==> src/rtl/cubic_bezier_tessellator_core_assert.svh <==
// ---------------------------------------------------------------------------
// Assertion macros for the cubic Bezier tessellator
// Clock clk_i and reset rst_ni are taken from the including scope.
// ---------------------------------------------------------------------------
`ifndef CUBIC_BEZIER_TESSELLATOR_CORE_ASSERT_SVH
`define CUBIC_BEZIER_TESSELLATOR_CORE_ASSERT_SVH

// Consequent holds in the same cycle as the antecedent.
`define CBT_ASSERT_SAME(lbl, ante, cons) \
  lbl: assert property (@(posedge clk_i) disable iff (!rst_ni) (ante) |-> (cons)) \
    else $error("cbt assertion failed");

// Consequent holds in the cycle after the antecedent.
`define CBT_ASSERT_NEXT(lbl, ante, cons) \
  lbl: assert property (@(posedge clk_i) disable iff (!rst_ni) (ante) |=> (cons)) \
    else $error("cbt assertion failed");

`endif

==> src/rtl/cbt_ram.sv <==
// ---------------------------------------------------------------------------
// cbt_ram
// Generic RAM: one write port, two registered read ports.
// ---------------------------------------------------------------------------
module cbt_ram #(
  parameter int Width = 8,
  parameter int Depth = 64,
  localparam int AW   = $clog2(Depth)
) (
  input  logic             clk_i,
  input  logic             we_i,
  input  logic [AW-1:0]    waddr_i,
  input  logic [Width-1:0] wdata_i,
  input  logic             re_i,
  input  logic [AW-1:0]    raddr_a_i,
  input  logic [AW-1:0]    raddr_b_i,
  output logic [Width-1:0] rdata_a_o,
  output logic [Width-1:0] rdata_b_o
);

  logic [Width-1:0] mem_q [Depth];
  logic [Width-1:0] rdata_a_q;
  logic [Width-1:0] rdata_b_q;

  always_ff @(posedge clk_i) begin
    if (we_i) begin
      mem_q[waddr_i] <= wdata_i;
    end
    if (re_i) begin
      rdata_a_q <= mem_q[raddr_a_i];
      rdata_b_q <= mem_q[raddr_b_i];
    end
  end

  assign rdata_a_o = rdata_a_q;
  assign rdata_b_o = rdata_b_q;

endmodule

==> config.mk <==
export PLATFORM = sky130hd
export DESIGN_NAME = cbt_ram
export DESIGN_NICKNAME = d
export VERILOG_FILES = /design/src/rtl/cubic_bezier_tessellator_core_assert.svh /design/src/rtl/cbt_ram.sv
export SDC_FILE = /design/constraint.sdc
export NUM_CORES = 1
export LEC_CHECK = 0
export BUFFER_PORTS_ARGS = -buffer_cell sky130_fd_sc_hd__buf_2
export CAP_MARGIN = 20
export CORE_ASPECT_RATIO = 0.8
export CORE_UTILIZATION = 50
export CTS_CLUSTER_DIAMETER = 120
export DETAILED_ROUTE_END_ITERATION = 8
export PLACE_DENSITY = 0.76
export SYNTH_ARGS = -nofsm -noshare
export SYNTH_HDL_FRONTEND = slang
export SYNTH_SLANG_ARGS = --single-unit
==> constraint.sdc <==
create_clock -name clk_i -period 2.5 [get_ports clk_i]
set_input_delay 0.5 -clock clk_i [delete_from_list [all_inputs] [get_ports clk_i]]
set_output_delay 0.5 -clock clk_i [all_outputs]
set_load 0.02 [all_outputs]
==> summary.txt <==
Clock tree
  • Clock sinks: 528
  • Hold Buf Count CTS: 0
  • Clock Latency Late Sink: 0.59 ns
  • CTS clk-pin slew, worst paths: roughly 0.07 ns
  • Clock buffer depth: 3
  • Postcts setup bufs: 0
  • H-tree depth: 2
  • Root Driver: clkbuf_16
  • TritonCTS clock tree: done
  • Post-CTS Resized: 0
  • CTS buffer count: slightly above 50

Global routing
  • First-pass GRT wire length: about 100000 µm
  • Grt total ovfl: 0
  • Largest net degree at the start of global routing: between 60 and 70
  • Number of antenna violations at the first check in global routing: 1
  • Vias in the first global route: between 10000 and 15000
  • Gr usage total: 28.39%

Worst setup path
  • Worst EP required: about 2.8 ns
  • Arrival time worst endpoint: roughly 2.6 ns
  • CP Capture Type: flip-flop
  • CP peak stage delay: 0.52 ns
  • Maximum net fanout on the critical path: 2
  • Crit-path most repeated cell: mux4_2
  • Setup CP Type: flip-flop to flip-flop
  • CP Launch Type: flip-flop
  • Critical-path top delay cell: mux4_2
  • Cell breakdown of the critical path: mux4_2, mux4_2, nor2_1, a2111oi_0, a311o_1

Drt
  • Routed Antenna Nets: 0
  • Post-DR wirelength/cell: 32.44 µm
  • DRT Wirelength: between 60000 and 70000 µm
  • Vias/cell: just under 7
  • Initial DRC Count: roughly 2300
  • DR vias: roughly 14000
  • Post-route DRC: 0
  • First-pass detailed-route iteration total: 7

Placed design
  • Detailed Place HPWL: around 47000 µm
  • Pre-CTS setup slack: -0.1698 ns
  • RD Place Congestion: 0.9033
  • Area after DPL: approximately 27000 µm²
  • Number of port buffers: 44

Layout
  • Finished Cell Area: 28720 µm²
  • Synth-to-layout area growth: 17.54%
  • Area of the multi-input gates: 8098 µm²
  • Nets: approximately 1500
  • Area taken by flip-flops and latches: between 15000 and 20000 µm²
  • Share of cells above drive strength 1: 41.25%
  • Util after Layout: just under 60%
  • Filler Cell Count: ~3500

Floorplanning
  • Core Region: 48290 µm²
  • Die ar.: between 40000 and 50000 µm²
  • Site Rows: between 70 and 80
  • Die Y: between 150 and 200 µm
  • Initial core utilization: 50.60%
  • IO Pins: 45
  • Die W: 249.2 µm

STA
  • Max Fclk: approximately 450 MHz
  • Relative slew margins: between 40% and 50%
  • Final hold vios: 0
  • Setup Viol. Count Final: 0
  • Max Slew Vio Count: 0
  • Setup Skew: 0.01666 ns
  • Setup slack after layout: 0.2841 ns
  • Crit path time final: between 2 and 2.5 ns
  • Least-Margin Pin Slew: about 0.82 ns
  • RSZ-0062 raised after global routing: no
  • Final TNS setup: 0 ns
  • Final Cycle Share: 88.64%

Yosys
  • Top_reg_cell synth: edfxtp_1
  • Post-synth net total: between 1000 and 1500
  • Mapped Area: around 24000 µm²
  • Sequential share of the synthesized area: between 60% and 70%
  • Netlist cell types: 37
  • Mapped Avg Cell Area: approximately 20 µm²
  • Synth cell count leaders: edfxtp_1, mux4_2, nor2_1, mux2i_1, clkbuf_1
  • Synth top area cells: edfxtp_1, mux4_2, mux2i_1, nor2_1, buf_2
  • Largest area contributor in the netlist: edfxtp_1
  • Most common cell in the netlist: edfxtp_1
  • Yosys top cell area share: about two thirds
  • Number of synthesized flops with an enable pin: 528
  • Ys Warns: 0
  • Gate Count Post-Synth: 1211
  • Post-synth ARST share: 0%
  • #FFs+latches synth: 528

Job
  • MaxCap Viol Count: 0

Pwr
  • Peak VDD IR: ~620 µV
  • Leakage: ~9.5 nW
  • Power Density: roughly 680 nW/µm²

Outcome
  • Outcome: complete, no violations

Hold path
  • Hold Crit Class: primary input to flip-flop
cell families (layout without fill, tap and decap cells):
kind of cell	count (synthesis)	after routing	share of synthesized area (%)
and+or+nand+nor	149	149	2.668
other	0	1	0
muxes	338	338	27.68
AOI/OAI and AO/OA	100	100	2.791
DFF	528	528	64.89
buffers and inverters	96	359	1.971
report_power, final:
part	internal, mW	leakage (nW)	switching (mW)	total [mW]
logic	0.828	3.92	1.03	1.86
clock network	4.59	0.820	3.33	7.91
registers	9.83	4.76	0.0457	9.88
total	15.2	9.50	4.40	19.6
routing by layer:
| layer | vias up | GRT usage, % | part of all wire (%) |
|---|---|---|---|
| li1 | 5699 | - | - |
| met1 | 7508 | 41.29 | 38 |
| met2 | 1043 | 42.49 | 45 |
| met3 | 135 | 8.167 | 14 |
| met4 | 2 | 7.499 | 2.6 |
| met5 | - | 0 | 0.021 |
final timing paths:
path                                    from           end  slack, ns  cells past startpoint
worst max-delay path            mem_q[15][7]  rdata_a_o[7]       0.28                      5
worst min-delay path                    re_i  rdata_a_o[4]       0.44                      1
worst max register to register  mem_q[15][7]  rdata_a_o[7]       0.28                      5
worst min register to register  mem_q[34][7]  rdata_b_o[7]       0.97                      4
registers in the layout, indices dropped and copies added (netlist names):
register   count
rdata_a_o      8
mem_q        512
rdata_b_o      8
cell usage in the layout (no fill, tap or decap), types with 3 or more instances in the layout:
| cell | netlist | routed |
|---|---|---|
| o31a_1 | 5 | 5 |
| nor2b_1 | 8 | 8 |
| o22ai_1 | 20 | 20 |
| clkinv_2 | 0 | 6 |
| clkinvlp_4 | 0 | 3 |
| nand4_1 | 3 | 3 |
| o221ai_1 | 5 | 5 |
| mux2i_1 | 66 | 66 |
| o211ai_1 | 3 | 3 |
| buf_4 | 12 | 190 |
| a221o_1 | 5 | 5 |
| o21ai_1 | 7 | 7 |
| a221oi_1 | 7 | 7 |
| a22oi_1 | 14 | 14 |
| mux4_2 | 270 | 270 |
| and2_1 | 3 | 3 |
| inv_6 | 0 | 4 |
| nor2_1 | 75 | 75 |
| buf_2 | 31 | 38 |
| o21ai_0 | 17 | 17 |
| edfxtp_1 | 528 | 528 |
| nand2_1 | 28 | 28 |
| nand2b_1 | 6 | 6 |
| clkbuf_16 | 0 | 51 |
| clkinv_1 | 0 | 12 |
| buf_12 | 0 | 30 |
| nand3_1 | 20 | 20 |
| bufinv_16 | 0 | 8 |
| a21oi_1 | 10 | 10 |
| clkbuf_1 | 34 | 9 |
critical path: cells and delay by family, from the launching register on:
family / cells / cell delay, ns
DFF: 1 / 0.46
muxes: 2 / 1.00
AOI/OAI and AO/OA: 2 / 0.41
and+or+nand+nor: 1 / 0.10
metrics by stage:
stage	instances	total power, mW	hold WS [ns]
after CTS	2103	19.68	0.4147
after detailed placement	2009	11.89	0.9576
after floorplan	1211	11.03	0.5989
final	2104	19.65	0.4398
after global routing	2103	20.14	0.4193
after global placement	2009	11.85	0.9309
final cells by class:
type | instances | area share (%)
inverter | 3 | 0.03921
clock inverter | 34 | 1.355
timing repair buffer | 262 | 7.894
tap | 629 | 2.740
clock buffer | 60 | 4.561
sequential | 528 | 55.21
multi-input combinational | 587 | 28.20
antenna | 1 | 0.008713
Power figures use the tool's default switching activity.
