$ cat src/rtl/cubic_bezier_tessellator_core_assert.svh
// ---------------------------------------------------------------------------
// Assertion macros for the cubic Bezier tessellator
// Clock clk_i and reset rst_ni are taken from the including scope.
// ---------------------------------------------------------------------------
`ifndef CUBIC_BEZIER_TESSELLATOR_CORE_ASSERT_SVH
`define CUBIC_BEZIER_TESSELLATOR_CORE_ASSERT_SVH

// Consequent holds in the same cycle as the antecedent.
`define CBT_ASSERT_SAME(lbl, ante, cons) \
  lbl: assert property (@(posedge clk_i) disable iff (!rst_ni) (ante) |-> (cons)) \
    else $error("cbt assertion failed");

// Consequent holds in the cycle after the antecedent.
`define CBT_ASSERT_NEXT(lbl, ante, cons) \
  lbl: assert property (@(posedge clk_i) disable iff (!rst_ni) (ante) |=> (cons)) \
    else $error("cbt assertion failed");

`endif

$ cat src/rtl/cbt_pkg.sv
// ---------------------------------------------------------------------------
// cbt_pkg
// Shared types and constants of the cubic Bezier tessellator.
// ---------------------------------------------------------------------------
package cbt_pkg;

  localparam int MaxResolution  = 63;
  localparam int WeightFracBits = 16;
  localparam int PointW         = 16;
  localparam int CoordW         = 24;
  localparam int ResW           = 6;
  localparam int PdataW         = 32;
  localparam int PaddrW         = 2;
  localparam int SegQueueDepth  = 2;

  localparam logic [ResW-1:0]   ResolutionReset = 6'd16;
  localparam logic [PaddrW-1:0] RegResolution   = 2'd0;

  typedef struct packed {
    logic                     start_new;
    logic signed [PointW-1:0] point_x;
    logic signed [PointW-1:0] point_y;
  } in_item_t;

  typedef struct packed {
    logic signed [CoordW-1:0] curve_x;
    logic signed [CoordW-1:0] curve_y;
    logic                     last_of_segment;
  } out_item_t;

  typedef struct packed {
    logic signed [PointW-1:0] x;
    logic signed [PointW-1:0] y;
  } point_t;

  typedef struct packed {
    point_t p3;
    point_t p2;
    point_t p1;
    point_t p0;
  } seg_t;

endpackage

$ cat src/rtl/cbt_front.sv
// ---------------------------------------------------------------------------
// cbt_front
// Accepts control points, holds start and inner points, emits full segments.
// ---------------------------------------------------------------------------
module cbt_front (
  input  logic              clk_i,
  input  logic              rst_ni,
  input  logic              in_valid_i,
  input  cbt_pkg::in_item_t in_item_i,
  output logic              in_ready_o,
  input  logic              tbl_busy_i,
  input  logic              q_full_i,
  output logic              push_o,
  output cbt_pkg::seg_t     seg_o
);

  cbt_pkg::point_t pt;
  cbt_pkg::point_t start_d, start_q;
  cbt_pkg::point_t p1_d, p1_q;
  cbt_pkg::point_t p2_d, p2_q;
  logic [1:0]      cnt_d, cnt_q;
  logic            have_d, have_q;
  logic            accept;

  assign pt.x = in_item_i.point_x;
  assign pt.y = in_item_i.point_y;

  assign in_ready_o = !tbl_busy_i && !q_full_i;
  assign accept     = in_valid_i && in_ready_o;

  always_comb begin
    start_d = start_q;
    p1_d    = p1_q;
    p2_d    = p2_q;
    cnt_d   = cnt_q;
    have_d  = have_q;
    push_o  = 1'b0;
    if (accept) begin
      if (in_item_i.start_new || !have_q) begin
        // drop held points, take this one as the start
        start_d = pt;
        cnt_d   = 2'd0;
        have_d  = 1'b1;
      end else if (cnt_q == 2'd0) begin
        p1_d  = pt;
        cnt_d = 2'd1;
      end else if (cnt_q == 2'd1) begin
        p2_d  = pt;
        cnt_d = 2'd2;
      end else begin
        // segment complete: hand it on, keep the end as next start
        push_o  = 1'b1;
        start_d = pt;
        cnt_d   = 2'd0;
      end
    end
  end

  assign seg_o.p0 = start_q;
  assign seg_o.p1 = p1_q;
  assign seg_o.p2 = p2_q;
  assign seg_o.p3 = pt;

  always_ff @(posedge clk_i or negedge rst_ni) begin
    if (!rst_ni) begin
      cnt_q  <= 2'd0;
      have_q <= 1'b0;
    end else begin
      cnt_q  <= cnt_d;
      have_q <= have_d;
    end
  end

  always_ff @(posedge clk_i) begin
    start_q <= start_d;
    p1_q    <= p1_d;
    p2_q    <= p2_d;
  end

endmodule

$ cat config.mk
export PLATFORM = sky130hd
export DESIGN_NAME = cbt_front
export DESIGN_NICKNAME = d
export VERILOG_FILES = /design/src/rtl/cubic_bezier_tessellator_core_assert.svh /design/src/rtl/cbt_pkg.sv /design/src/rtl/cbt_front.sv
export SDC_FILE = /design/constraint.sdc
export NUM_CORES = 1
export LEC_CHECK = 0
export ABC_AREA = 0
export BUFFER_PORTS_ARGS = -buffer_cell sky130_fd_sc_hd__buf_4
export CORE_MARGIN = 2
export CORE_UTILIZATION = 45
export DETAILED_ROUTE_END_ITERATION = 10
export PLACE_DENSITY_LB_ADDON = 0.3
export SETUP_SLACK_MARGIN = 0.4
export SYNTH_ARGS = -nofsm -noshare
export SYNTH_HDL_FRONTEND = slang
export SYNTH_SLANG_ARGS = --single-unit
$ cat constraint.sdc
create_clock -name clk_i -period 2.1 [get_ports clk_i]
set_input_delay 0.42 -clock clk_i [delete_from_list [all_inputs] [get_ports clk_i]]
set_output_delay 0.42 -clock clk_i [all_outputs]
set_load 0.05 [all_outputs]
==> flow_summary.ini <==
[synthesis]
yosysTopAreaCell = edfxtp_1
yosysWarnings = 0
synth_ff_type = edfxtp_1
synth_most_common_cell = edfxtp_1
ys_types = 15
synth-seq-area-share_pct = 89.1
synth_edf_count = 96
async_flop_share_pct = 3.03
synth_area_leaders = edfxtp_1 87%, buf_4 7.2%, dfrtp_1 2.3%
syn_inst = 145
syn_area_um2 = 3320
synth_nets = 183
ys_ff_latch = 99
synth_top_area_share_pct = 86.9
postSynthAreaPerCell_um2 = 22.9
synth_common_cells = 96 x edfxtp_1, 32 x buf_4, 3 x dfrtp_1

[critical_path]
arrival_ps = 1250
r2r-start = cnt_q[1]$_DFFE_PN0P_
cp-end-kind = output pin
path_class = input pin to output pin
path_max_fanout = 3
worstReg2RegEnd = seg_o[66]$_DFFE_PP_
reg2reg_slack_ps = 580
cp-start-kind = input pin
required_ps = 1680
critPathMaxStageDelay_ps = 410
crit_chain = buf_4, or3b_4, nor3_4, buf_6
r2r.worst_path.cells = 3
slowest_stage = or3b_4

[power_and_ir_drop]
powerDensity_nw_per_um2 = 817
leakagePower_nw = 1.88
peakVddDrop_mv = 0.543

[sta]
tightest_slew_ps = 284
fin_skew_ps = 5.04
hold_viol_final = 0
setup_viol = 0
period_needed_ps = 1670
relSlewSlack_pct = 80.8
finalCritPeriodShare_pct = 79.7
layout_setup_ws_ps = 426
finalMaxSlewViolations = 0
setup_tns_ps = 0
rsz0062_at_grt = true
fmax_mhz = 597

[grt]
grt_overflow_total = 0
grt_pass1_wl_mm = 9.89
antenna_found_initial = 0
grt_pass1_vias = 1791
grt_max_degree = 19
grt_use_total_pct = 16.2

[cts]
ctsHtreeMaxLevel = 3
cts_root_buffer = clkbuf_8
worstSkewPairLatency_ps = 340
clock_sinks = 99
cts_buffers = 9
clkSlewWorstSetupHoldPaths_ps = 90
cts_tree = built
clockBufferDepth = 2

[floorplanning]
io_pins = 168
row_count = 31
dieHeight_um = 89.9
initial_core_util_pct = 46.0
dieArea_um2 = 8080
die_w_um = 89.9
core_area_um2 = 7210

[worst_hold_path]
min_path_cells = 1
hold_start = in_item_i[4]
hold_path_end = seg_o[36]$_DFFE_PP_
min_path_type = input pin to flop

[cells_and_area]
nets = 338
final_util_pct = 65.4
final_layout_size_suffix_gt1_share_pct = 64.9
syn_to_final_growth_pct = 42.1
nFillCells = 531
finalInstanceArea_um2 = 4720
diodes = 0

[placed_design]
gp_congestion = 0.735
io_buffer_count = 167
post-place-ws_ps = 336
hpwl_mm = 4.90
postPlaceCellArea_um2 = 4510

[drt]
drtIter0Drc = 61
drtPass1Iterations = 6
vias = 1812
antenna_left = 0
viasPerCell = 4.49
remaining_drc_errors = 0
wirelength_mm = 6.65
wl_per_cell_um = 16.5

[job]
maxCapViolCount = 0

[outcome]
run_status = completed
[critical path, delay by kind of cell]
family                 cells  cell delay (ps)
buffers and inverters      2              310
and+or+nand+nor            2              530
[kinds of logic (layout without fill, tap and decap cells)]
| group | count (synthesis) | count (layout) | share of synthesized area [%] |
|---|---|---|---|
| flops | 99 | 99 | 89.1 |
| buf+inv | 33 | 193 | 7.35 |
| simple gates | 10 | 10 | 2.60 |
| mux | 2 | 2 | 0.679 |
| compound gates | 1 | 1 | 0.226 |
[registers in the layout, summed over array words and instances, names as in the netlist]
name    flops
cnt_q       2
have_q      1
seg_o      96
[layout make-up]
type / count / area (um2) / share of cell area [%]
Timing Repair Buffer: 176 / 1330 / 28.2
Inverter: 1 / 3.75 / 0.0796
Clock inverter: 6 / 40.0 / 0.849
Clock buffer: 10 / 128 / 2.71
Sequential cell: 99 / 2960 / 62.7
Multi-Input combinational cell: 13 / 135 / 2.87
Tap cell: 99 / 124 / 2.63
[layout by cell type, fill, tap and decap left out, drive strengths merged]
| cell type | count |
|---|---|
| nor2 | 1 |
| clkbuf | 10 |
| o21a | 1 |
| dlygate4sd3 | 1 |
| inv | 2 |
| nand2b | 1 |
| nor3 | 1 |
| clkinvlp | 3 |
| dfrtp | 3 |
| clkinv | 2 |
| or3b | 1 |
| or2b | 1 |
| edfxtp | 96 |
| and2 | 2 |
| nor3b | 1 |
| mux2 | 2 |
| buf | 175 |
| nor4bb | 1 |
| nor4b | 1 |
[how the worst max path moves through the flow]
stage	end	slack, ps	startpoint
after global routing	push_o	400	q_full_i
after global placement	push_o	340	q_full_i
after detailed placement	push_o	340	q_full_i
after CTS	push_o	420	q_full_i
final	push_o	430	q_full_i
after floorplan	push_o	380	q_full_i
[metal layers]
metal  GRT usage, %  wire length, um  vias up
li1               -                -      825
met1           17.9             2590      879
met2           28.8             3450       96
met3           5.36              474       12
met4           6.92              136        0
met5              0                0        -
[where the power goes]
group | total, mW | switching (mW) | internal [mW] | leakage (nW)
clock network | 1.04 | 0.609 | 0.429 | 0.0763
registers | 2.26 | 0.0251 | 2.23 | 0.904
logic | 0.557 | 0.381 | 0.176 | 0.905
[metrics by stage]
stage / power (mW) / hold WS [ps] / std cells
after global routing: 4.00 / 247 / 404
after detailed placement: 2.85 / 212 / 385
after global placement: 2.84 / 211 / 385
after floorplan: 2.67 / 124 / 145
final: 3.85 / 274 / 404
after CTS: 3.88 / 256 / 402
[repair_timing]
action	in CTS	in global routing
endpoints found under the hold margin	3	0
endpoints found under the setup margin	1	19
cloned	0	0
hold buffers	1	0
buffers inserted	0	2
pin swaps	1	0
gates resized for setup	1	1
No activity file was read; power rests on OpenSTA's default activity.
