## src/rtl/cubic_bezier_tessellator_core_assert.svh

```systemverilog
// ---------------------------------------------------------------------------
// Assertion macros for the cubic Bezier tessellator
// Clock clk_i and reset rst_ni are taken from the including scope.
// ---------------------------------------------------------------------------
`ifndef CUBIC_BEZIER_TESSELLATOR_CORE_ASSERT_SVH
`define CUBIC_BEZIER_TESSELLATOR_CORE_ASSERT_SVH

// Consequent holds in the same cycle as the antecedent.
`define CBT_ASSERT_SAME(lbl, ante, cons) \
  lbl: assert property (@(posedge clk_i) disable iff (!rst_ni) (ante) |-> (cons)) \
    else $error("cbt assertion failed");

// Consequent holds in the cycle after the antecedent.
`define CBT_ASSERT_NEXT(lbl, ante, cons) \
  lbl: assert property (@(posedge clk_i) disable iff (!rst_ni) (ante) |=> (cons)) \
    else $error("cbt assertion failed");

`endif

```

## src/rtl/cbt_pkg.sv

```systemverilog
// ---------------------------------------------------------------------------
// cbt_pkg
// Shared types and constants of the cubic Bezier tessellator.
// ---------------------------------------------------------------------------
package cbt_pkg;

  localparam int MaxResolution  = 63;
  localparam int WeightFracBits = 16;
  localparam int PointW         = 16;
  localparam int CoordW         = 24;
  localparam int ResW           = 6;
  localparam int PdataW         = 32;
  localparam int PaddrW         = 2;
  localparam int SegQueueDepth  = 2;

  localparam logic [ResW-1:0]   ResolutionReset = 6'd16;
  localparam logic [PaddrW-1:0] RegResolution   = 2'd0;

  typedef struct packed {
    logic                     start_new;
    logic signed [PointW-1:0] point_x;
    logic signed [PointW-1:0] point_y;
  } in_item_t;

  typedef struct packed {
    logic signed [CoordW-1:0] curve_x;
    logic signed [CoordW-1:0] curve_y;
    logic                     last_of_segment;
  } out_item_t;

  typedef struct packed {
    logic signed [PointW-1:0] x;
    logic signed [PointW-1:0] y;
  } point_t;

  typedef struct packed {
    point_t p3;
    point_t p2;
    point_t p1;
    point_t p0;
  } seg_t;

endpackage

```

## src/rtl/cbt_wgen.sv

```systemverilog
// ---------------------------------------------------------------------------
// cbt_wgen
// Builds the weight table: for j = 0..r stores round(j^3/r^3) and
// round(3 j^2 (r-j)/r^3) in Q1.WeightFracBits, one restoring divide each.
// ---------------------------------------------------------------------------
module cbt_wgen #(
  parameter int MaxResolution  = cbt_pkg::MaxResolution,
  parameter int WeightFracBits = cbt_pkg::WeightFracBits,
  localparam int RW = $clog2(MaxResolution + 1),
  localparam int QW = WeightFracBits + 1
) (
  input  logic            clk_i,
  input  logic            rst_ni,
  input  logic            start_i,
  input  logic [RW-1:0]   res_i,
  output logic            busy_o,
  output logic            we_o,
  output logic [RW-1:0]   waddr_o,
  output logic [2*QW-1:0] wdata_o
);

  localparam int DW = 3 * RW;
  localparam int CW = $clog2(QW);

  localparam logic [2:0] StIdle  = 3'd0;
  localparam logic [2:0] StMul1  = 3'd1;
  localparam logic [2:0] StMul2  = 3'd2;
  localparam logic [2:0] StLoad  = 3'd3;
  localparam logic [2:0] StDiv   = 3'd4;
  localparam logic [2:0] StWrite = 3'd5;

  logic [2:0]      state_d, state_q;
  logic            req_d, req_q;
  logic [RW-1:0]   j_d, j_q;
  logic [CW-1:0]   cnt_d, cnt_q;
  logic [2*RW-1:0] k2_d, k2_q;
  logic [2*RW-1:0] rr_d, rr_q;
  logic [RW-1:0]   m_d, m_q;
  logic [DW-1:0]   num3_d, num3_q;
  logic [DW-1:0]   num2_d, num2_q;
  logic [DW-1:0]   den_d, den_q;
  logic [DW:0]     rem3_d, rem3_q;
  logic [DW:0]     rem2_d, rem2_q;
  logic [QW-1:0]   low_d, low_q;
  logic [QW-1:0]   q3_d, q3_q;
  logic [QW-1:0]   q2_d, q2_q;
  logic [DW-1:0]   t2;
  logic [DW:0]     dvs;
  logic [DW+1:0]   sh3, sh2;

  assign dvs = {den_q, 1'b0};
  assign sh3 = {rem3_q, low_q[QW-1]};
  assign sh2 = {rem2_q, low_q[QW-1]};
  assign t2  = {{RW{1'b0}}, k2_q} * {{(2*RW){1'b0}}, m_q};

  always_comb begin
    state_d = state_q;
    req_d   = req_q;
    j_d     = j_q;
    cnt_d   = cnt_q;
    k2_d    = k2_q;
    rr_d    = rr_q;
    m_d     = m_q;
    num3_d  = num3_q;
    num2_d  = num2_q;
    den_d   = den_q;
    rem3_d  = rem3_q;
    rem2_d  = rem2_q;
    low_d   = low_q;
    q3_d    = q3_q;
    q2_d    = q2_q;
    we_o    = 1'b0;
    case (state_q)
      StIdle: begin
      end
      StMul1: begin
        k2_d    = {{RW{1'b0}}, j_q} * {{RW{1'b0}}, j_q};
        rr_d    = {{RW{1'b0}}, res_i} * {{RW{1'b0}}, res_i};
        m_d     = res_i - j_q;
        state_d = StMul2;
      end
      StMul2: begin
        num3_d  = {{RW{1'b0}}, k2_q} * {{(2*RW){1'b0}}, j_q};
        num2_d  = t2 + (t2 << 1);
        den_d   = {{RW{1'b0}}, rr_q} * {{(2*RW){1'b0}}, res_i};
        state_d = StLoad;
      end
      StLoad: begin
        // the upper part of the dividend is already below the divisor
        rem3_d  = (DW+1)'(num3_q) + (DW+1)'(den_q >> QW);
        rem2_d  = (DW+1)'(num2_q) + (DW+1)'(den_q >> QW);
        low_d   = QW'(den_q);
        cnt_d   = '0;
        state_d = StDiv;
      end
      StDiv: begin
        if (sh3 >= {1'b0, dvs}) begin
          rem3_d = (DW+1)'(sh3 - {1'b0, dvs});
          q3_d   = {q3_q[QW-2:0], 1'b1};
        end else begin
          rem3_d = sh3[DW:0];
          q3_d   = {q3_q[QW-2:0], 1'b0};
        end
        if (sh2 >= {1'b0, dvs}) begin
          rem2_d = (DW+1)'(sh2 - {1'b0, dvs});
          q2_d   = {q2_q[QW-2:0], 1'b1};
        end else begin
          rem2_d = sh2[DW:0];
          q2_d   = {q2_q[QW-2:0], 1'b0};
        end
        low_d = {low_q[QW-2:0], 1'b0};
        cnt_d = cnt_q + 1'b1;
        if (cnt_q == CW'(QW - 1)) begin
          state_d = StWrite;
        end
      end
      StWrite: begin
        we_o = 1'b1;
        if (j_q == res_i) begin
          state_d = StIdle;
        end else begin
          j_d     = j_q + 1'b1;
          state_d = StMul1;
        end
      end
      default: begin
        state_d = StIdle;
      end
    endcase
    // restart from the first entry on a pending request
    if (req_q) begin
      state_d = StMul1;
      j_d     = '0;
      req_d   = 1'b0;
    end
    if (start_i) begin
      req_d = 1'b1;
    end
  end

  assign busy_o  = req_q || (state_q != StIdle);
  assign waddr_o = j_q;
  assign wdata_o = {q2_q, q3_q};

  always_ff @(posedge clk_i or negedge rst_ni) begin
    if (!rst_ni) begin
      state_q <= StIdle;
      req_q   <= 1'b1;
      j_q     <= '0;
      cnt_q   <= '0;
    end else begin
      state_q <= state_d;
      req_q   <= req_d;
      j_q     <= j_d;
      cnt_q   <= cnt_d;
    end
  end

  always_ff @(posedge clk_i) begin
    k2_q   <= k2_d;
    rr_q   <= rr_d;
    m_q    <= m_d;
    num3_q <= num3_d;
    num2_q <= num2_d;
    den_q  <= den_d;
    rem3_q <= rem3_d;
    rem2_q <= rem2_d;
    low_q  <= low_d;
    q3_q   <= q3_d;
    q2_q   <= q2_d;
  end

endmodule

```

## config.mk

```make
export PLATFORM = sky130hd
export DESIGN_NAME = cbt_wgen
export DESIGN_NICKNAME = d
export VERILOG_FILES = /design/src/rtl/cubic_bezier_tessellator_core_assert.svh /design/src/rtl/cbt_pkg.sv /design/src/rtl/cbt_wgen.sv
export SDC_FILE = /design/constraint.sdc
export NUM_CORES = 1
export LEC_CHECK = 0
export ABC_AREA = 1
export BUFFER_PORTS_ARGS = -buffer_cell sky130_fd_sc_hd__buf_2
export CAP_MARGIN = 5
export CORE_ASPECT_RATIO = 0.9
export CORE_UTILIZATION = 30
export DETAILED_ROUTE_END_ITERATION = 10
export HOLD_SLACK_MARGIN = 0.08
export PLACE_DENSITY = 0.54
export SYNTH_ARGS = -nofsm -noshare
export SYNTH_HDL_FRONTEND = slang
export SYNTH_SLANG_ARGS = --single-unit
```

## constraint.sdc

```tcl
create_clock -name clk_i -period 5.6 [get_ports clk_i]
set_input_delay 1.12 -clock clk_i [delete_from_list [all_inputs] [get_ports clk_i]]
set_output_delay 1.12 -clock clk_i [all_outputs]
set_load 0.005 [all_outputs]
```

==> flow_metrics.py <==
metrics = {
    "yosys": {
        "synthSimpleGateAreaFrac_pct": 19.65,
        "avgSynthCellArea_sq_um": 8.209,
        "yosysTopAreaCell": "edfxtp_1",
        "synth_xor_area_share_pct": 4.828,
        "synth_top_cell_area_share_pct": 28.31,
        "syn-cell-area_sq_um": 18140,
        "synth_cells": 2210,
        "seq_area_frac_synth_pct": 30.38,
        "synth_top_family_by_area": "adder cells",
        "ys_types": 49,
        "muxShareOfSynthArea_pct": 0,
        "yosys.area_share.adder_pct": 26.50,
        "synthTopCellsByArea": "edfxtp_1 28%, fa_1 15%, ha_1 12%",
        "synth_seq_cells": 186,
        "synth_compound_area_share_pct": 8.104,
        "synth_warnings": 0,
    },
    "sta": {
        "worst_pin_slew_ns": 1.088,
        "final_max_slew_viol_count": 0,
        "slew_headroom_pct": 27.46,
        "post-route-period-util_pct": 92.45,
        "setup_tns_ns": 0,
        "setup_violations": 0,
        "min_period_ns": 5.177,
        "max_freq_mhz": 193.1,
        "fin_skew_ns": 0.01958,
        "rsz0062_at_grt": "false",
        "final-hold-violation-count": 0,
    },
    "route": {
        "drc": 8,
        "viasPerCell": 4.626,
        "routed_wl_um": 42790,
        "num_vias": 14012,
        "drt-initial-drc-count": 912,
        "wire_per_inst_um": 14.13,
        "ant_nets": 0,
        "drt-pass1-iter-count": 9,
    },
    "job": {
        "maxCapViolCount": 0,
    },
    "critical_path": {
        "critPathKind": "register to register",
        "arrival_ns": 5.43,
        "start_kind": "register",
        "slowest_stage": "edfxtp_1",
        "critPathMaxFanout": 11,
        "max_stage_delay_ns": 0.71,
        "cp_data_required_time_ns": 5.85,
        "critical_path.top_delay_family": "adder cells",
        "endpoint_kind": "register",
        "critPathBufInv": 3,
        "cp_cell_sequence": "nand2_1 -> inv_1 -> fa_1 -> fa_1 -> inv_1 -> fa_1 -> inv_1 -> ha_1 -> nand2_1 -> nand3_1 -> a21oi_1 -> xnor2_1 -> ha_1 -> nand2_1 -> a21oi_1 -> a211oi_1 -> nand3_1 -> nand4_1 -> nand2_1 -> nand2_1 -> nand2_1 -> nand2_1 -> nand2_1",
        "critPathMostFrequentCell": "nand2_1",
    },
    "hold_path": {
        "min_path_type": "register to register",
    },
    "power": {
        "power_density_nw_per_um2": 610.7,
        "vdd.ir_drop.worst_v": 0.0007281,
        "p_leak_nw": 10.24,
        "power_mw": 12.14,
    },
    "clock_network": {
        "cts.sinks": 186,
        "clockBufferDepth": 2,
        "cts_root_buf": "clkbuf_16",
        "ctsResizeCount": 0,
        "cts_tree": "yes",
        "h-tree-depth": 4,
        "clock_latency_ns": 0.50,
        "cts_setup_buffers": 0,
        "cts_buffers": 17,
        "clk_pin_slew_ns": 0.08,
        "cts_hold_buf": 0,
    },
    "grt": {
        "antenna_found_initial": 0,
        "met2_usage_pct": 23.27,
        "grt.total_usage_pct": 14.62,
        "grtUsageMet3_pct": 2.670,
        "grt_max_degree": 100,
        "use_met1_pct": 20.11,
        "grt_pass1_vias": 14129,
        "grt-ovfl-total": 0,
        "grt.busiest_layer": "met2",
        "grt_pass1_wl_um": 71580,
    },
    "place": {
        "port-buffer-count": 50,
        "place_area_sq_um": 19230,
        "dp_hpwl_um": 33330,
        "gp_congestion": 0.8710,
    },
    "finish": {
        "fillers": 6276,
        "finalInstanceArea_sq_um": 19870,
        "diodes": 0,
        "mostFrequentLayoutCell": "nand2_1",
        "syn2layout_area_growth_pct": 9.545,
        "final_cell_mix": "569 x nand2_1, 436 x inv_1, 173 x ha_1",
        "layout-drive-gt1-share_pct": 5.254,
        "final_nets": 2547,
    },
    "status": {
        "violations": "DRC",
        "status": "finished with violations",
    },
    "die": {
        "dieArea_sq_um": 61460,
        "num_rows": 85,
        "core_area_sq_um": 59770,
        "die_w_um": 261.2,
        "io-pin-count": 51,
        "start_util_pct": 30.35,
        "dieHeight_um": 235.3,
    },
}
-- cell type report --
type,count,area [sq um],area share [%]
Sequential cell,186,5512,27.73
Inverter,437,1640,8.254
Clock inverter,15,219.0,1.102
Clock buffer,17,425.4,2.141
Timing Repair Buffer,61,332.8,1.675
Tap cell,783,979.7,4.930
Multi-Input combinational cell,1530,10760,54.16
-- stage by stage --
stage	hold WS, ns	setup slack (ns)	util (%)	instances
2_1_floorplan	0.4521	0.7592	-	2215
3_3_place_gp	0.4216	0.4637	32.17	2997
3_5_place_dp	0.4288	0.4181	32.17	2997
4_1_cts	0.4482	0.4055	33.25	3029
5_1_grt	0.4566	0.007268	33.25	3029
6_report	0.4434	0.4226	33.25	3029
-- synthesized netlist by cell type, drive strengths merged --
cell     number
a21o          9
dfstp         1
o211ai        8
dfrtp        14
xnor2        38
a21boi        5
and2          1
o22ai         4
nand4        20
a211oi        3
o31ai         7
a221oi        1
o41ai         1
xor2         62
a21oi       107
nor2        100
nand3       109
or2           3
conb          2
a31oi         7
nor4          4
ha          173
clkinv        1
nor3         23
nand2       577
o21bai        2
clkbuf       43
edfxtp      171
o2bb2ai       1
o311ai        1
buf          19
nand3b       17
o21a          6
o211a         1
inv         436
o21ai       101
fa          132
-- power by group --
| group | internal, mW | switching, mW | leakage (nW) | total [mW] |
|---|---|---|---|---|
| combinational | 3.15 | 5.13 | 8.14 | 8.28 |
| sequential | 2.26 | 0.257 | 1.78 | 2.51 |
| clock | 0.658 | 0.680 | 0.312 | 1.34 |
-- path summary, 6_finish.rpt --
| check | to | cells past startpoint | start | slack, ns |
|---|---|---|---|---|
| worst max register to register | num2_q[15] | 23 | m_q[3] | 0.42 |
| max in group asynchronous | req_q | 1 | rst_ni | 4.74 |
| min in group asynchronous | cnt_q[3] | 1 | rst_ni | 0.53 |
| worst max-delay path | num2_q[15] | 23 | m_q[3] | 0.42 |
| worst min register to register | q3_q[5] | 0 | q3_q[4] | 0.44 |
| worst min-delay path | q3_q[5] | 0 | q3_q[4] | 0.44 |
-- layer usage --
metal | up-vias | wire [um]
met5 | - | 0
met4 | 0 | 619
met3 | 36 | 1899
met2 | 269 | 19210
met1 | 6632 | 21060
li1 | 7075 | -
-- cells by family after synthesis --
| logic type | count (synthesis) |
|---|---|
| AO/OA/AOI/OAI | 264 |
| XOR/XNOR | 100 |
| adder cells (fa/ha/maj) | 305 |
| buffers and inverters | 499 |
| flip-flops | 186 |
| other | 2 |
| AND/OR/NAND/NOR | 854 |
-- sequential cells by signal, indices dropped and copies added, names as in the netlist --
register  cells
num2_q       18
low_q        17
rr_q         11
waddr_o       6
den_q        18
req_q         1
rem2_q       19
rem3_q       19
num3_q       18
q2_q         17
k2_q         11
q3_q         17
state_q       3
cnt_q         5
m_q           6
Power figures use the tool's default switching activity.
