===== src/rtl/cubic_bezier_tessellator_core_assert.svh =====
// ---------------------------------------------------------------------------
// Assertion macros for the cubic Bezier tessellator
// Clock clk_i and reset rst_ni are taken from the including scope.
// ---------------------------------------------------------------------------
`ifndef CUBIC_BEZIER_TESSELLATOR_CORE_ASSERT_SVH
`define CUBIC_BEZIER_TESSELLATOR_CORE_ASSERT_SVH

// Consequent holds in the same cycle as the antecedent.
`define CBT_ASSERT_SAME(lbl, ante, cons) \
  lbl: assert property (@(posedge clk_i) disable iff (!rst_ni) (ante) |-> (cons)) \
    else $error("cbt assertion failed");

// Consequent holds in the cycle after the antecedent.
`define CBT_ASSERT_NEXT(lbl, ante, cons) \
  lbl: assert property (@(posedge clk_i) disable iff (!rst_ni) (ante) |=> (cons)) \
    else $error("cbt assertion failed");

`endif


===== src/rtl/cbt_pkg.sv =====
// ---------------------------------------------------------------------------
// cbt_pkg
// Shared types and constants of the cubic Bezier tessellator.
// ---------------------------------------------------------------------------
package cbt_pkg;

  localparam int MaxResolution  = 63;
  localparam int WeightFracBits = 16;
  localparam int PointW         = 16;
  localparam int CoordW         = 24;
  localparam int ResW           = 6;
  localparam int PdataW         = 32;
  localparam int PaddrW         = 2;
  localparam int SegQueueDepth  = 2;

  localparam logic [ResW-1:0]   ResolutionReset = 6'd16;
  localparam logic [PaddrW-1:0] RegResolution   = 2'd0;

  typedef struct packed {
    logic                     start_new;
    logic signed [PointW-1:0] point_x;
    logic signed [PointW-1:0] point_y;
  } in_item_t;

  typedef struct packed {
    logic signed [CoordW-1:0] curve_x;
    logic signed [CoordW-1:0] curve_y;
    logic                     last_of_segment;
  } out_item_t;

  typedef struct packed {
    logic signed [PointW-1:0] x;
    logic signed [PointW-1:0] y;
  } point_t;

  typedef struct packed {
    point_t p3;
    point_t p2;
    point_t p1;
    point_t p0;
  } seg_t;

endpackage


===== src/rtl/cbt_seg_queue.sv =====
// ---------------------------------------------------------------------------
// cbt_seg_queue
// Short FIFO of complete segments between front and back.
// ---------------------------------------------------------------------------
module cbt_seg_queue (
  input  logic          clk_i,
  input  logic          rst_ni,
  input  logic          push_i,
  input  cbt_pkg::seg_t seg_i,
  output logic          full_o,
  output logic          valid_o,
  output cbt_pkg::seg_t seg_o,
  input  logic          pop_i
);

  localparam int Depth = cbt_pkg::SegQueueDepth;
  localparam int PtrW  = (Depth > 1) ? $clog2(Depth) : 1;
  localparam int CntW  = $clog2(Depth + 1);

  cbt_pkg::seg_t   mem_q [Depth];
  logic [PtrW-1:0] wptr_d, wptr_q;
  logic [PtrW-1:0] rptr_d, rptr_q;
  logic [CntW-1:0] cnt_d, cnt_q;

  assign full_o  = (cnt_q == CntW'(Depth));
  assign valid_o = (cnt_q != '0);
  assign seg_o   = mem_q[rptr_q];

  always_comb begin
    wptr_d = wptr_q;
    rptr_d = rptr_q;
    cnt_d  = cnt_q;
    if (push_i) begin
      wptr_d = (wptr_q == PtrW'(Depth - 1)) ? '0 : wptr_q + 1'b1;
    end
    if (pop_i) begin
      rptr_d = (rptr_q == PtrW'(Depth - 1)) ? '0 : rptr_q + 1'b1;
    end
    if (push_i && !pop_i) begin
      cnt_d = cnt_q + 1'b1;
    end else if (pop_i && !push_i) begin
      cnt_d = cnt_q - 1'b1;
    end
  end

  always_ff @(posedge clk_i or negedge rst_ni) begin
    if (!rst_ni) begin
      wptr_q <= '0;
      rptr_q <= '0;
      cnt_q  <= '0;
    end else begin
      wptr_q <= wptr_d;
      rptr_q <= rptr_d;
      cnt_q  <= cnt_d;
    end
  end

  always_ff @(posedge clk_i) begin
    if (push_i) begin
      mem_q[wptr_q] <= seg_i;
    end
  end

endmodule


===== config.mk =====
export PLATFORM = sky130hd
export DESIGN_NAME = cbt_seg_queue
export DESIGN_NICKNAME = d
export VERILOG_FILES = /design/src/rtl/cubic_bezier_tessellator_core_assert.svh /design/src/rtl/cbt_pkg.sv /design/src/rtl/cbt_seg_queue.sv
export SDC_FILE = /design/constraint.sdc
export NUM_CORES = 1
export LEC_CHECK = 0
export ABC_AREA = 1
export BUFFER_PORTS_ARGS = -buffer_cell sky130_fd_sc_hd__clkbuf_2
export CAP_MARGIN = 40
export CELL_PAD_IN_SITES_DETAIL_PLACEMENT = 2
export CELL_PAD_IN_SITES_GLOBAL_PLACEMENT = 2
export CORE_ASPECT_RATIO = 0.6
export CORE_MARGIN = 3
export CORE_UTILIZATION = 38
export CTS_CLUSTER_SIZE = 28
export DETAILED_ROUTE_END_ITERATION = 7
export GPL_TIMING_DRIVEN = 0
export PLACE_DENSITY = 0.82
export SYNTH_ARGS = -nofsm -noshare
export SYNTH_HDL_FRONTEND = slang
export SYNTH_SLANG_ARGS = --single-unit

===== constraint.sdc =====
create_clock -name clk_i -period 7.7 [get_ports clk_i]
set_input_delay 1.54 -clock clk_i [delete_from_list [all_inputs] [get_ports clk_i]]
set_output_delay 1.54 -clock clk_i [all_outputs]
set_load 0.02 [all_outputs]

==> results of run 1 <==
==> Yosys cell counts <==
library cell / n
xor2_1: 2
buf_2: 1
ha_1: 1
nor2_1: 2
xnor2_1: 1
edfxtp_1: 256
buf_6: 13
nand2_1: 6
inv_1: 7
mux2_2: 128
nand3_1: 1
dfrtp_1: 4
nand4_1: 1
==> layer usage <==
metal  track usage  vias up  part of all wire
met5             0        -           0.00074
met4        0.0334        2             0.019
met3        0.0665       39             0.082
met2         0.311      174              0.49
met1         0.221     2517              0.40
li1              -     2259                 -
==> through the flow <==
stage / utilization / TNS, ps / setup WS [ps] / area [um2]
after global placement: 0.460 / -344850 / -2700 / 11200
after global routing: 0.499 / 0 / 4170 / 12100
after floorplan: - / 0 / 146 / 9490
after detailed placement: 0.466 / 0 / 4630 / 11400
after CTS: 0.499 / 0 / 4200 / 12100
final: 0.499 / 0 / 4260 / 12100
==> critical path: stages, from the launching register on <==
cell and delay, ps:
dfrtp_1 390, buf_6 230, buf_6 210, mux2_2 350, clkbuf_2 180
==> layout make-up <==
type                            instances  area share
Multi-Input combinational cell        142       0.126
Timing Repair Buffer                  267       0.119
Sequential cell                       260       0.642
Tap cell                              322      0.0332
Inverter                                7     0.00258
Buffer                                 14      0.0125
Clock buffer                           31      0.0534
Clock inverter                         12      0.0108
==> kinds of logic (layout without fill, tap and decap cells) <==
kind of cell / after synthesis / count (layout) / synth area share
flip-flops: 260 / 260 / 0.821
adder cells (fa/ha/maj): 1 / 1 / 0.00132
AND/OR/NAND/NOR: 10 / 10 / 0.00435
multiplexers: 128 / 128 / 0.152
XOR/XNOR: 3 / 3 / 0.00277
buffers and inverters: 21 / 331 / 0.0187
==> state kept, by name (all words and copies together) (netlist names) <==
name and cells:
wptr_q 1, cnt_q 2, mem_q 256, rptr_q 1
==> how the worst min path moves through the flow <==
stage	start	end	slack (ps)	depth (start not counted)
after floorplan	cnt_q[1]	cnt_q[1]	440	2
after global placement	wptr_q	wptr_q	480	1
after detailed placement	cnt_q[1]	cnt_q[1]	490	2
after CTS	cnt_q[1]	cnt_q[1]	510	2
after global routing	cnt_q[1]	cnt_q[1]	530	2
final	cnt_q[1]	cnt_q[1]	510	2
==> power by group <==
group	internal [uW]	switching, uW	leakage [uW]
clock network	694	504	0.000379
registers	1880	78.4	0.00245
logic	628	987	0.00181
total	3200	1570	0.00464
==> impl_metrics.csv, run 1 <==
group,metric,value,unit
min_path,holdCritPathClass,"flop to flop",
clock_tree,cts_buffers,25,
cells_and_area,antenna_cells,0,
yosys,synth_top_area_share,0.810,
timing,maxSlewViolCount,0,
cells_and_area,final_cell_mix,"261 x clkbuf_2, 256 x edfxtp_1, 128 x mux2_2, 25 x clkbuf_16, 13 x buf_6",
cells_and_area,fin_nets,850,
floorplan,pin_count,262,
route,drt-total-wl,24500,um
route,drt-initial-drc-count,265,
clock_tree,hold_buffers,0,
placement,placedCellCount,1012,
yosys,ys_seq_elements,260,
global_route,globalRoute.totalOverflow,0,
route,ant_nets,0,
timing,skew,6.89,ps
critical_path,rrSetupSlack,5890,ps
timing,fmax,0.291,GHz
placement,io_buffers,261,
cells_and_area,finalNonFillerCells,1055,
timing,worstMarginPinSlew,608,ps
yosys,avgSynthCellArea,22.4,um2
route,avgRoutedWirePerCell,23.2,um
critical_path,critPathMaxFanout,10,
clock_tree,cts_tree,"done",
critical_path,worst_ep_required_time,6160,ps
route,dr.pass1.iters,5,
clock_tree,cts_setup_buffers,0,
timing,rsz0062_at_grt,"false",
cells_and_area,drive_gt1_frac,0.603,
yosys,syn-instance-count,423,
critical_path,endpoint,"seg_o[54]",
clock_tree,cts_resized,0,
timing,relSlewSlack,0.593,
global_route,grt_pass1_wl,36700,um
critical_path,r2r-end,"mem_q[1][63]",
critical_path,reg2reg_depth,3,
critical_path,cp-end-kind,"primary output",
route,via_per_inst,4.73,
cells_and_area,nFillCells,2176,
cells_and_area,final_common_cell,"clkbuf_2",
clock_tree,clk_latency,530,ps
route,vias,4991,
global_route,grt_max_degree,82,
clock_tree,clockBufferDepth,3,
pwr,ir_drop,0.221,mV
floorplan,rows,44,
placement,dp_hpwl,18000,um
yosys,synth.area.top_cells,"edfxtp_1 81%, mux2_2 15%, buf_6 1.5%",
pwr,power_density,393,mW/mm2
floorplan,initial_core_util,0.390,
timing,hold_slack,505,ps
timing,finalCritPeriodShare,0.447,
floorplan,core_region_area,0.0243,mm2
yosys,yosysWarnings,0,
clock_tree,root_buffer,"clkbuf_16",
yosys,syn_nets,556,
pwr,p_total,4770,uW
placement,routabilityCongestion,0.758,
cells_and_area,register_area,0.00779,mm2
status,status,"finished, final reports clean",
timing,finalHoldViolCount,0,
critical_path,critical_path_class,"flop to primary output",
pwr,total_leakage_power,0.00464,uW
yosys,yosysUniqueCellTypes,13,
clock_tree,clkTransAtPathRegs,60,ps
critical_path,cp-startpoint,"rptr_q",
cells_and_area,multi_input_area,0.00153,mm2
critical_path,r2r_start,"wptr_q",
yosys,synth_area,0.00949,mm2
timing,setup_viol_count_final,0,
floorplan,die_h,128,um
cells_and_area,area_growth_syn_to_layout,27.9,%
critical_path,cp_data_arrival_time,1900,ps
clock_tree,htree_levels,1,
yosys,yosysSeqAreaShare,0.821,
flow_run,maxCapViolCount,0,
floorplan,die_x,210,um
clock_tree,cts_sinks,260,
yosys,synth_area_leader_cell,"edfxtp_1",
global_route,gr-usage-all-layers,0.180,
timing,min_period,3440,ps
critical_path,critPathLaunchType,"flop",
global_route,antenna_found_initial,1,
route,drc,0,
floorplan,dieArea,0.0270,mm2
global_route,grt_pass1_vias,5811,
Note: power is estimated with default switching activity, not from simulation.
==> run 2, diff against run 1 <==
--- a/config.mk
+++ b/config.mk
@@ -12,11 +12,11 @@
 export CELL_PAD_IN_SITES_GLOBAL_PLACEMENT = 2
 export CORE_ASPECT_RATIO = 0.6
 export CORE_MARGIN = 3
-export CORE_UTILIZATION = 38
+export CORE_UTILIZATION = 34
 export CTS_CLUSTER_SIZE = 28
 export DETAILED_ROUTE_END_ITERATION = 7
 export GPL_TIMING_DRIVEN = 0
-export PLACE_DENSITY = 0.82
+export PLACE_DENSITY = 0.78
 export SYNTH_ARGS = -nofsm -noshare
 export SYNTH_HDL_FRONTEND = slang
 export SYNTH_SLANG_ARGS = --single-unit
==> constraint.sdc (replaced) <==
create_clock -name clk_i -period 3.11 [get_ports clk_i]
set_input_delay 0.622 -clock clk_i [delete_from_list [all_inputs] [get_ports clk_i]]
set_output_delay 0.622 -clock clk_i [all_outputs]
set_load 0.02 [all_outputs]
==> run 2 against run 1 <==
Compared with the run above: via count shrank 0.28%; non-clock buffer count grew 3; first-iteration DRC count fell by 29%; worst hold slack worse by 210 ps; flip-flop and latch count stayed put; critical path depth is the same; clock power increased by 120%; largest cell class unchanged; clock-buffer cell count up 3; wire length fell by 3.0%.
==> impl_metrics.csv, run 2 (synthesis results as in run 1) <==
group,metric,value,unit
critical_path,critPathMaxFanout,10,
pwr,total_leakage_power,0.00461,uW
timing,fmax,0.398,GHz
critical_path,r2r-end,"mem_q[1][62]",
timing,finalCritPeriodShare,0.809,
route,drc,0,
cells_and_area,multi_input_area,0.00153,mm2
clock_tree,root_buffer,"clkbuf_16",
pwr,p_total,11500,uW
floorplan,dieArea,0.0300,mm2
timing,setup_tns,0,ps
floorplan,pin_count,262,
status,status,"finished, final reports clean",
timing,rsz0062_at_grt,"false",
route,ant_nets,0,
floorplan,core_region_area,0.0269,mm2
clock_tree,cts_buffers,25,
critical_path,worst_ep_required_time,2490,ps
critical_path,r2r_start,"wptr_q",
critical_path,cp-end-kind,"primary output",
global_route,antenna_found_initial,5,
clock_tree,cts_tree,"done",
critical_path,critPathLaunchType,"flop",
min_path,holdPathStages,1,
route,drt-total-wl,23800,um
route,avgRoutedWirePerCell,21.7,um
clock_tree,clk_latency,510,ps
clock_tree,clkTransAtPathRegs,60,ps
cells_and_area,final_cell_mix,"261 x clkbuf_2, 256 x edfxtp_1, 128 x mux2_2, 25 x clkbuf_16, 13 x buf_6",
cells_and_area,drive_gt1_frac,0.600,
min_path,min_from,"seg_i[121]",
route,dr.pass1.iters,4,
global_route,grt_pass1_vias,5819,
clock_tree,cts_sinks,260,
clock_tree,htree_levels,1,
floorplan,rows,46,
global_route,grt_max_degree,40,
timing,maxSlewViolCount,0,
cells_and_area,final_area,0.0121,mm2
route,via_per_inst,4.54,
floorplan,initial_core_util,0.352,
critical_path,cp-startpoint,"rptr_q",
timing,min_period,2510,ps
placement,dp_hpwl,17800,um
cells_and_area,area_growth_syn_to_layout,27.9,%
placement,routabilityCongestion,0.752,
global_route,grt_pass1_wl,36300,um
min_path,holdCritPathClass,"primary input to flop",
cells_and_area,reg.largest.list,"mem_q x256, cnt_q x2",
timing,hold_slack,291,ps
placement,placed_area,0.0114,mm2
critical_path,endpoint,"seg_o[84]",
cells_and_area,largest_reg_flops,256,
global_route,globalRoute.totalOverflow,0,
route,drt-initial-drc-count,188,
critical_path,cp_data_arrival_time,1890,ps
timing,finalHoldViolCount,0,
flow_run,maxCapViolCount,0,
cells_and_area,register_area,0.00779,mm2
pwr,ir_drop,0.402,mV
cells_and_area,regMostFlops,"mem_q",
clock_tree,clockBufferDepth,3,
cells_and_area,antenna_cells,0,
timing,setup_viol_count_final,0,
floorplan,die_x,222,um
clock_tree,cts_resized,0,
critical_path,rrSetupSlack,980,ps
timing,worstMarginPinSlew,737,ps
floorplan,die_h,135,um
timing,skew,15.2,ps
pwr,power_density,948,mW/mm2
global_route,gr-usage-all-layers,0.158,
route,vias,4977,
critical_path,critical_path_class,"flop to primary output",
cells_and_area,nFillCells,2501,
cells_and_area,fin_nets,853,
cells_and_area,final_common_cell,"clkbuf_2",
placement,io_buffers,261,
critical_path,reg2reg_depth,4,
timing,relSlewSlack,0.508,
-- run 2: cell types whose count changed in the layout (fill, tap and decap cells not counted) --
cell / change
buf_12: +4
bufinv_16: -3
clkbuf_1: +3
buf_16: -2
clkinv_2: +1
clkinvlp_4: +1
dlygate4sd3_1: +1
inv_6: -1
-- run 2: final cells by class --
cell class,instances,share of cell area
repair buffers,270,0.122
clock inverters,10,0.00381
inverters,7,0.00247
clock buffers,34,0.0543
plain buffers,14,0.0125
flip-flops and latches,260,0.642
well taps,360,0.0371
multi-input cells,142,0.126
-- run 2: worst min path at each step --
stage	to	slack [ps]
after global routing	mem_q[0][76]	270
after detailed placement	wptr_q	440
after global placement	cnt_q[0]	430
after floorplan	cnt_q[0]	330
after CTS	mem_q[0][121]	260
final	mem_q[0][121]	290
-- run 2: stage by stage --
step | std cells | setup WS [ps] | util
finish | 1097 | 595 | 0.451
global placement | 1044 | -1040 | 0.418
CTS | 1096 | 521 | 0.450
detailed placement | 1051 | 620 | 0.423
floorplan | 423 | 120 | -
global route | 1097 | 483 | 0.451
-- run 2: critical path, stage by stage, from the launching register on --
cell,delay [ps]
dfrtp_1,400
buf_6,230
buf_6,200
mux2_2,350
clkbuf_2,170
-- run 2: per-layer routing --
metal / part of all wire / vias to the layer above / global-route usage
met4: 0.013 / 10 / 0.0263
met2: 0.52 / 160 / 0.286
met3: 0.080 / 36 / 0.0615
met1: 0.38 / 2496 / 0.182
met5: 0.0027 / - / 0
li1: - / 2275 / -
-- run 2: power breakdown --
group | switching (uW) | total (uW) | leakage (uW) | internal [uW]
combinational | 2420 | 3990 | 0.00182 | 1570
sequential | 182 | 4830 | 0.00245 | 4640
clock | 1210 | 2690 | 0.000344 | 1480
-- run 2: timing repair --
item | CTS | global route
hold buffers | 1 | 0
hold endpoints to repair | 4 | 0
buffers inserted | 0 | 0
